**config.mk**
```make
export PLATFORM = sky130hd
export DESIGN_NAME = ipv4_port_packet_filter_unit
export DESIGN_NICKNAME = d
export VERILOG_FILES = /design/src/rtl/ippf_pkg.sv /design/src/rtl/ippf_field_capture.sv /design/src/rtl/ippf_qualify.sv /design/src/rtl/ipv4_port_packet_filter_unit.sv
export SDC_FILE = /design/constraint.sdc
export NUM_CORES = 1
export LEC_CHECK = 0
export BUFFER_PORTS_ARGS = -buffer_cell sky130_fd_sc_hd__buf_4
export CAP_MARGIN = 25
export CORE_ASPECT_RATIO = 0.9
export CORE_MARGIN = 5
export CORE_UTILIZATION = 51
export CTS_CLUSTER_SIZE = 30
export DETAILED_ROUTE_END_ITERATION = 8
export PLACE_DENSITY_LB_ADDON = 0.3
export SKIP_CTS_REPAIR_TIMING = 1
export SYNTH_ARGS = -nofsm -noshare
export SYNTH_HDL_FRONTEND = slang
export SYNTH_SLANG_ARGS = --single-unit
```
**constraint.sdc**
```tcl
create_clock -name i_clk -period 10.6 [get_ports i_clk]
set_input_delay 2.12 -clock i_clk [delete_from_list [all_inputs] [get_ports i_clk]]
set_output_delay 2.12 -clock i_clk [all_outputs]
set_load 0.02 [all_outputs]
```
**src/rtl/ippf_pkg.sv**
```systemverilog
// Shared types and constants for the IPv4 protocol/port frame filter.
// No dependencies; every other file in rtl imports this package.
`timescale 1ns / 1ps

package ippf_pkg;

    localparam logic [15:0] MAX_FRAME_BYTES = 16'd65535;
    localparam logic [9:0]  MAX_MATCH_COUNT = 10'd1000;

    localparam logic [15:0] IPV4_ETHERTYPE  = 16'h0800;
    localparam logic [15:0] MIN_FRAME_LEN   = 16'd34;
    localparam logic [6:0]  ETH_HDR_LEN     = 7'd14;

    localparam logic [15:0] OFS_TYPE_HI     = 16'd12;
    localparam logic [15:0] OFS_TYPE_LO     = 16'd13;
    localparam logic [15:0] OFS_IHL         = 16'd14;
    localparam logic [15:0] OFS_PROTOCOL    = 16'd23;

    localparam int unsigned CFG_INDEX_W     = 8;
    localparam int unsigned CFG_DATA_W      = 16;

    localparam logic [CFG_INDEX_W-1:0] CFG_PROTOCOL   = 8'd0;
    localparam logic [CFG_INDEX_W-1:0] CFG_MATCH_PORT = 8'd1;
    localparam logic [CFG_INDEX_W-1:0] CFG_MATCH_GOAL = 8'd2;

    // Frame fields as they stand after the last byte of a frame.
    typedef struct packed {
        logic [15:0] length;
        logic [6:0]  port_ofs;
        logic [15:0] ether_type;
        logic [7:0]  ip_protocol;
        logic [15:0] src_port;
        logic [15:0] dst_port;
    } t_frame_info;

    typedef struct packed {
        logic        matched;
        logic [15:0] src_port;
        logic [15:0] dst_port;
        logic [15:0] frame_length;
        logic [9:0]  match_count;
        logic        done_res;
    } t_result;

    typedef struct packed {
        logic [7:0]  proto_sel;
        logic [15:0] match_port;
        logic [9:0]  match_goal;
    } t_config;

endpackage

```
**src/rtl/ippf_field_capture.sv**
```systemverilog
// Per-frame header capture: byte offset, EtherType, header length, protocol, ports.
// Depends on ippf_pkg.
`timescale 1ns / 1ps

module ippf_field_capture (
    input  logic                  i_clk,
    input  logic                  i_rst_n,
    input  logic                  i_valid,
    input  logic [7:0]            i_byte,
    input  logic                  i_end,
    output ippf_pkg::t_frame_info o_info
);
    import ippf_pkg::*;

    logic [15:0] r_offset,     n_offset;
    logic [15:0] r_ether_type, n_ether_type;
    logic [3:0]  r_hdr_words,  n_hdr_words;
    logic [7:0]  r_protocol,   n_protocol;
    logic [15:0] r_src_port,   n_src_port;
    logic [15:0] r_dst_port,   n_dst_port;
    logic [6:0]  port_ofs;
    logic [15:0] ofs_wide;
    logic        active;

    always_comb begin
        n_offset     = r_offset;
        n_ether_type = r_ether_type;
        n_hdr_words  = r_hdr_words;
        n_protocol   = r_protocol;
        n_src_port   = r_src_port;
        n_dst_port   = r_dst_port;
        active       = (r_offset != MAX_FRAME_BYTES);
        if (active) begin
            if (r_offset == OFS_TYPE_HI) begin
                n_ether_type[15:8] = i_byte;
            end else if (r_offset == OFS_TYPE_LO) begin
                n_ether_type[7:0] = i_byte;
            end else if (r_offset == OFS_IHL) begin
                n_hdr_words = i_byte[3:0];
            end
            if (r_offset == OFS_PROTOCOL) begin
                n_protocol = i_byte;
            end
        end
        // The header length captured on this byte already places the ports.
        port_ofs = ETH_HDR_LEN + {1'b0, n_hdr_words, 2'b00};
        ofs_wide = {9'd0, port_ofs};
        if (active) begin
            if (r_offset == ofs_wide) begin
                n_src_port[15:8] = i_byte;
            end else if (r_offset == ofs_wide + 16'd1) begin
                n_src_port[7:0] = i_byte;
            end else if (r_offset == ofs_wide + 16'd2) begin
                n_dst_port[15:8] = i_byte;
            end else if (r_offset == ofs_wide + 16'd3) begin
                n_dst_port[7:0] = i_byte;
            end
            n_offset = r_offset + 16'd1;
        end
    end

    assign o_info.length      = n_offset;
    assign o_info.port_ofs    = port_ofs;
    assign o_info.ether_type  = n_ether_type;
    assign o_info.ip_protocol = n_protocol;
    assign o_info.src_port    = n_src_port;
    assign o_info.dst_port    = n_dst_port;

    always_ff @(posedge i_clk) begin
        if (!i_rst_n || (i_valid && i_end)) begin
            r_offset     <= '0;
            r_ether_type <= '0;
            r_hdr_words  <= '0;
            r_protocol   <= '0;
            r_src_port   <= '0;
            r_dst_port   <= '0;
        end else if (i_valid) begin
            r_offset     <= n_offset;
            r_ether_type <= n_ether_type;
            r_hdr_words  <= n_hdr_words;
            r_protocol   <= n_protocol;
            r_src_port   <= n_src_port;
            r_dst_port   <= n_dst_port;
        end
    end

endmodule

```
**src/rtl/ippf_qualify.sv**
```systemverilog
// Frame qualification and match counting at the end of each frame.
// Depends on ippf_pkg.
`timescale 1ns / 1ps

module ippf_qualify (
    input  logic                  i_clk,
    input  logic                  i_rst_n,
    input  logic                  i_valid,
    input  ippf_pkg::t_frame_info i_info,
    input  ippf_pkg::t_config     i_cfg,
    output ippf_pkg::t_result     o_result
);
    import ippf_pkg::*;

    logic [9:0]  r_count, n_count;
    logic [9:0]  req;
    logic [15:0] ofs_wide;
    logic [15:0] sp;
    logic [15:0] dp;
    logic        pass;
    logic        counted;

    always_comb begin
        ofs_wide = {9'd0, i_info.port_ofs};
        sp  = (i_info.length >= ofs_wide + 16'd2) ? i_info.src_port : 16'd0;
        dp  = (i_info.length >= ofs_wide + 16'd4) ? i_info.dst_port : 16'd0;
        req = (i_cfg.match_goal > MAX_MATCH_COUNT) ? MAX_MATCH_COUNT
                                                   : i_cfg.match_goal;
        pass = (i_info.length >= MIN_FRAME_LEN)
            && (i_info.length >= ofs_wide + 16'd4)
            && (i_info.ether_type == IPV4_ETHERTYPE)
            && (i_info.ip_protocol == i_cfg.proto_sel)
            && ((sp == i_cfg.match_port) || (dp == i_cfg.match_port));
        counted = pass && (r_count < req);
        n_count = counted ? r_count + 10'd1 : r_count;

        o_result.matched      = counted;
        o_result.src_port     = sp;
        o_result.dst_port     = dp;
        o_result.frame_length = i_info.length;
        o_result.match_count  = n_count;
        o_result.done_res     = (n_count >= req);
    end

    always_ff @(posedge i_clk) begin
        if (!i_rst_n) begin
            r_count <= '0;
        end else if (i_valid) begin
            r_count <= n_count;
        end
    end

endmodule

```
**src/rtl/ipv4_port_packet_filter_unit.sv**
```systemverilog
// A frame's result is held in the result register once its last byte, taken into the input register, moves on.
// Throughput: one byte per cycle; the input register, a single pass of capture
// and qualification logic, and the result register keep bytes flowing back to back.
// The input only stalls when a finished result is still waiting downstream.
// Synchronous active-low reset clears frame state and the match count and
// returns the configuration registers to their reset values.
`timescale 1ns / 1ps

module ipv4_port_packet_filter_unit (
    input  logic                             i_clk,
    input  logic                             i_rst_n,
    input  logic                             i_valid,
    output logic                             o_ready,
    input  logic [7:0]                       i_frame_byte,
    input  logic                             i_frame_end,
    input  logic                             i_cfg_valid,
    output logic                             o_cfg_ready,
    input  logic [ippf_pkg::CFG_INDEX_W-1:0] i_cfg_index,
    input  logic [ippf_pkg::CFG_DATA_W-1:0]  i_cfg_data,
    output logic                             o_valid,
    input  logic                             i_ready,
    output logic                             o_matched,
    output logic [15:0]                      o_src_port,
    output logic [15:0]                      o_dst_port,
    output logic [15:0]                      o_frame_length,
    output logic [9:0]                       o_match_count,
    output logic                             o_done_res
);
    import ippf_pkg::*;

    logic        r_in_valid;
    logic [7:0]  r_in_byte;
    logic        r_in_end;
    logic        r_out_valid;
    t_result     r_out;
    t_config     r_cfg;
    t_frame_info frame_info;
    t_result     result;
    logic        out_free;
    logic        advance;
    logic        emit;

    // A held byte moves on unless it closes a frame and the result slot is full.
    assign out_free = !r_out_valid || i_ready;
    assign advance  = r_in_valid && (!r_in_end || out_free);
    assign emit     = advance && r_in_end;
    assign o_ready  = !r_in_valid || advance;
    assign o_cfg_ready = 1'b1;

    always_ff @(posedge i_clk) begin
        if (!i_rst_n) begin
            r_in_valid <= 1'b0;
        end else if (o_ready) begin
            r_in_valid <= i_valid;
        end
    end

    always_ff @(posedge i_clk) begin
        if (o_ready && i_valid) begin
            r_in_byte <= i_frame_byte;
            r_in_end  <= i_frame_end;
        end
    end

    always_ff @(posedge i_clk) begin
        if (!i_rst_n) begin
            r_cfg.proto_sel  <= 8'd6;
            r_cfg.match_port <= 16'd1;
            r_cfg.match_goal <= 10'd1;
        end else if (i_cfg_valid) begin
            case (i_cfg_index)
                CFG_PROTOCOL:   r_cfg.proto_sel  <= i_cfg_data[7:0];
                CFG_MATCH_PORT: r_cfg.match_port <= i_cfg_data[15:0];
                CFG_MATCH_GOAL: r_cfg.match_goal <= i_cfg_data[9:0];
                default: ;
            endcase
        end
    end

    ippf_field_capture u_capture (
        .i_clk   (i_clk),
        .i_rst_n (i_rst_n),
        .i_valid (advance),
        .i_byte  (r_in_byte),
        .i_end   (r_in_end),
        .o_info  (frame_info)
    );

    ippf_qualify u_qualify (
        .i_clk    (i_clk),
        .i_rst_n  (i_rst_n),
        .i_valid  (emit),
        .i_info   (frame_info),
        .i_cfg    (r_cfg),
        .o_result (result)
    );

    always_ff @(posedge i_clk) begin
        if (!i_rst_n) begin
            r_out_valid <= 1'b0;
        end else if (emit) begin
            r_out_valid <= 1'b1;
        end else if (i_ready) begin
            r_out_valid <= 1'b0;
        end
    end

    always_ff @(posedge i_clk) begin
        if (emit) begin
            r_out <= result;
        end
    end

    assign o_valid        = r_out_valid;
    assign o_matched      = r_out.matched;
    assign o_src_port     = r_out.src_port;
    assign o_dst_port     = r_out.dst_port;
    assign o_frame_length = r_out.frame_length;
    assign o_match_count  = r_out.match_count;
    assign o_done_res     = r_out.done_res;

endmodule
```
==> flow_summary.rst <==
.. list-table::
   :header-rows: 1

   * - Metric
     - Value
   * - Clock period minus final worst setup slack
     - 8.75 ns
   * - Detailed-routing iteration count for the pre-antenna-repair pass
     - 5
   * - Wire length of the first global-routing pass
     - between 40,000 and 50,000 um
   * - HP Class
     - reg2reg
   * - Largest fanout on the critical path
     - 37
   * - Fraction of power consumed by combinational cells
     - a little under 8%
   * - Antenna Nets Post-Route
     - 0
   * - Count of mapped cells out of synthesis
     - between 1k and 1.5k
   * - CTS sink count
     - roughly 190
   * - Synth Area in XOR/XNOR
     - just over 5%
   * - Clock tree root buffer cell
     - sky130_fd_sc_hd__clkbuf_16
   * - Multiplexer fraction of the synthesized cell area
     - a little over a tenth
   * - Launch point of the worst reg-to-reg path
     - u_capture.r_offset[0]
   * - #FFs+latches synth
     - around 190
   * - Clock latency reported for the late side of the worst-skew pair
     - around 0.44 ns
   * - Max H-tree Level
     - 4
   * - TritonCTS clock tree
     - built
   * - Area overhead of the layout relative to synthesis
     - 13.3%
   * - Die Y
     - about 150 um
   * - Arithmetic-cell share of the synthesized area counting full adders, half adders and majority gates
     - between 3 and 4%
   * - Core Rows
     - between 40 and 50
   * - Sequential cell area
     - roughly 4500 sq um
   * - Depth of the worst register-to-register path
     - 40
   * - Cell total after placement
     - 1,393
   * - Dominant combinational cell family by area after synthesis
     - simple AND/OR/NAND/NOR gates
   * - Sort of element at the start of the critical path
     - flop
   * - Post-CTS clock slew at the launch and capture registers of the worst setup and hold paths
     - 0.07 ns
   * - Pre-CTS setup slack
     - roughly 2 ns
   * - Lkg Pwr
     - around 4.4 nW
   * - Fill cells
     - roughly 1.7k
   * - DP HPWL
     - between 15,000 and 20,000 um
   * - VDD IR max
     - about 0.099 mV
   * - Port Buffer Count
     - approximately 100
   * - Number of hold violations in the final report
     - 0
   * - Total cell area at the placement stage
     - roughly 11,000 sq um
   * - Gr usage total
     - between 20% and 30%
   * - Number of placed I/O pins
     - between 100 and 150
   * - Maximum clock path buffer count
     - 2
   * - Cell Int Power
     - between 1 and 1.5 mW
   * - Routed wire length
     - 26,200 um
   * - Post-route cell area
     - around 12,000 sq um
   * - Cell variety after synth
     - slightly above 80
   * - Status
     - complete, no violations
   * - Most utilized layer in the global route result
     - met2
   * - Placer Congestion
     - 0.913
   * - Floorplan core area
     - about 20,000 sq um
   * - Die area
     - between 20,000 and 25,000 sq um
   * - Number of antenna violations at the first check in global routing
     - 0
   * - Via density
     - 5.80
   * - TritonCTS buffer count
     - 17
   * - Setup violation total in the final timing report
     - 0
   * - Max frequency
     - around 110 MHz
   * - Filler-free cell count of the finished design
     - roughly 1.4k
   * - Post-route DRC
     - 0
   * - Prevailing post-synth register cell
     - sky130_fd_sc_hd__dfxtp_1
   * - Layout cell share with drive strength beyond 1
     - about 15%
   * - Sw power
     - roughly 0.38 mW
   * - Antenna cell count
     - 0
   * - # Max-Cap Violations
     - 0
   * - Clock group share of total power
     - between 40 and 50%
   * - Max-slew violations
     - 0
   * - Post-synthesis share of cell area spent on and, or, nand and nor gates
     - 23.2%
   * - Slew HR
     - roughly two fifths
   * - Smallest setup slack after layout
     - between 1.5 and 2 ns
   * - End of the worst register-to-register path
     - o_done_res
   * - Data required time at the worst endpoint
     - 10.80 ns
   * - Cell depth of the worst hold path
     - 2
   * - Met2 Use GR
     - a little over a third
   * - Number of enable flip-flop cells after synthesis
     - 69
   * - Setup skew after layout
     - approximately 0.013 ns
   * - Worst Tran Pin Value
     - between 0.8 and 0.9 ns
   * - Total standard cell area after synthesis
     - 10,500 sq um
   * - Global routing met1 resource utilization
     - just over 30%
   * - End point of the worst hold path
     - u_capture.r_ether_type[10]
   * - Avg Inst Size Synth
     - between 9 and 10 sq um
   * - First DRT Iteration DRCs
     - approximately 770
   * - Share of async-settable or async-resettable flops after synthesis
     - 0%
   * - Final cycle utilization of the critical path
     - 82.6%
   * - Final TNS setup
     - 0 ns
   * - Global routing met3 resource utilization
     - 4.19%
   * - Hold_ws
     - ~0.45 ns
   * - Switching part of the total power
     - 24.9%
   * - Cell with the largest stage delay on the worst path
     - sky130_fd_sc_hd__or4b_4
   * - Number of warnings printed during yosys synthesis
     - 0
   * - Area occupied by multi-input gates
     - ~5500 sq um
   * - Flop-to-flop setup slack
     - 1.85 ns
   * - Fin util
     - between 50% and 60%
   * - DR WL/cell
     - about 18 um
   * - Post-synthesis compound-gate area fraction
     - under 10%
   * - Sequential area share after synthesis
     - 43.2%
   * - Initial core utilization
     - between 50% and 60%
   * - Total number of nets in the final design
     - 1,227
   * - Stage delay of the slowest cell on the critical path
     - 0.51 ns
   * - Power density over the cells
     - ~130 nW/um^2
   * - RSZ-0062 raised after global routing
     - false
   * - Sequential share of power
     - 51.1%
   * - Maximum number of pins on one net before global-route repair
     - between 70 and 80
   * - Startpoint of the worst hold path
     - u_capture.r_ether_type[10]
   * - Kind of end point of the critical path
     - flop
   * - Chip Width
     - approximately 160 um
   * - Total congestion overflow after global routing
     - 0
   * - Vias post-DR
     - roughly 8.3k
   * - Via count of the first global-routing pass
     - just under 8k
   * - Power Total
     - 1.53 mW
   * - Crit Path Category
     - reg2reg
   * - Critical path data arrival time
     - 8.95 ns
==> placed cells by master, fill, tap and decap left out, types with 23 or more instances in the layout <==
cell type                  netlist  routed
sky130_fd_sc_hd__mux2i_1       103     103
sky130_fd_sc_hd__ha_1           31      31
sky130_fd_sc_hd__xor2_1         24      24
sky130_fd_sc_hd__nand3_1        34      34
sky130_fd_sc_hd__nor2_1        106     106
sky130_fd_sc_hd__buf_4           8     108
sky130_fd_sc_hd__edfxtp_1       69      69
sky130_fd_sc_hd__nand2b_1       26      26
sky130_fd_sc_hd__a21oi_1        53      53
sky130_fd_sc_hd__a211oi_1       23      23
sky130_fd_sc_hd__xnor2_1        37      37
sky130_fd_sc_hd__nand2_1       116     115
sky130_fd_sc_hd__nor2b_1        47      47
sky130_fd_sc_hd__o21ai_0        23      23
sky130_fd_sc_hd__dfxtp_1       122     122
==> worst max path at each step <==
stage,end,from,slack (ns)
floorplan,o_done_res,u_capture.r_offset[0],3.12
global placement,o_done_res,u_capture.r_offset[0],2.32
detailed placement,o_done_res,u_capture.r_offset[0],2.05
CTS,o_done_res,u_capture.r_offset[0],1.95
global route,o_done_res,u_capture.r_offset[0],1.36
finish,o_done_res,u_capture.r_offset[0],1.85
==> cell families (layout without fill, tap and decap cells) <==
logic type,count (synthesis),count (layout)
fa+ha+maj,31,31
flops,191,191
mux,108,108
buf+inv,96,164
simple gates,457,457
compound gates,157,157
other cells,1,2
xor+xnor,61,61
==> synthesized netlist by cell type, types with 5 or more instances <==
cell type,count,area [sq um]
sky130_fd_sc_hd__inv_1,21,78.8
sky130_fd_sc_hd__nand3b_1,7,52.6
sky130_fd_sc_hd__clkbuf_1,45,169
sky130_fd_sc_hd__nor2_1,106,398
sky130_fd_sc_hd__buf_6,5,56.3
sky130_fd_sc_hd__nor2b_1,47,294
sky130_fd_sc_hd__nand2_1,116,435
sky130_fd_sc_hd__xnor2_1,37,324
sky130_fd_sc_hd__xor2_1,24,210
sky130_fd_sc_hd__nand2b_1,26,163
sky130_fd_sc_hd__a31oi_1,11,68.8
sky130_fd_sc_hd__a211oi_1,23,173
sky130_fd_sc_hd__and3_1,8,50.1
sky130_fd_sc_hd__o21ai_0,23,115
sky130_fd_sc_hd__and4_1,5,43.8
sky130_fd_sc_hd__nor4_1,6,37.5
sky130_fd_sc_hd__nor4b_1,13,114
sky130_fd_sc_hd__nand4b_1,5,43.8
sky130_fd_sc_hd__nand4_1,15,93.8
sky130_fd_sc_hd__buf_1,6,22.5
sky130_fd_sc_hd__and2_1,7,43.8
sky130_fd_sc_hd__edfxtp_1,69,2070
sky130_fd_sc_hd__nand3_1,34,170
sky130_fd_sc_hd__or3_1,12,75.1
sky130_fd_sc_hd__mux2i_1,103,1030
sky130_fd_sc_hd__a21oi_1,53,265
sky130_fd_sc_hd__dfxtp_1,122,2440
sky130_fd_sc_hd__buf_4,8,60.1
sky130_fd_sc_hd__buf_2,9,45.0
sky130_fd_sc_hd__nor3_1,20,100
sky130_fd_sc_hd__ha_1,31,388
==> final cells by class <==
class,count,area share [%]
clock buffer,23,4.22
tap,255,2.69
inverter,22,0.697
clock inverter,9,0.602
sequential,191,38.1
timing repair buffer,110,7.06
multi-input combinational,816,46.6
==> power groups by stage <==
| stage | sequential (mW) | combinational [mW] | clock [mW] |
|---|---|---|---|
| final | 0.784 | 0.119 | 0.630 |
| after global routing | 0.785 | 0.129 | 0.669 |
| after CTS | 0.783 | 0.119 | 0.637 |
| after detailed placement | 0.800 | 0.118 | 0 |
| after global placement | 0.800 | 0.117 | 0 |
| after floorplan | 0.799 | 0.0741 | 0 |
==> sequential cells by signal, indices dropped and copies added (netlist names) <==
signal and cells:
o_valid 1, r_in_end 1, o_matched 1, u_capture.r_dst_port 16, u_capture.r_offset 16, o_done_res 1
u_qualify.r_count 10, o_match_count 10, r_in_valid 1, o_frame_length 16, r_cfg 34, u_capture.r_src_port 16
r_in_byte 8, u_capture.r_hdr_words 4, o_src_port 16, u_capture.r_protocol 8, o_dst_port 16, u_capture.r_ether_type 16
==> metal layers <==
metal	vias to the layer above	share of wire [%]
met1	3953	46
met3	38	5.7
li1	4037	-
met2	244	47
met5	-	0
met4	0	1.8
==> critical path: cells and delay by family, from the launching register on <==
family | cells | cell delay [ns]
compound gates | 15 | 2.93
simple gates | 15 | 2.39
fa+ha+maj | 4 | 1.23
mux | 2 | 0.88
buf+inv | 3 | 0.54
flops | 1 | 0.38
xor+xnor | 1 | 0.16
(Power assumes the default switching activity.)
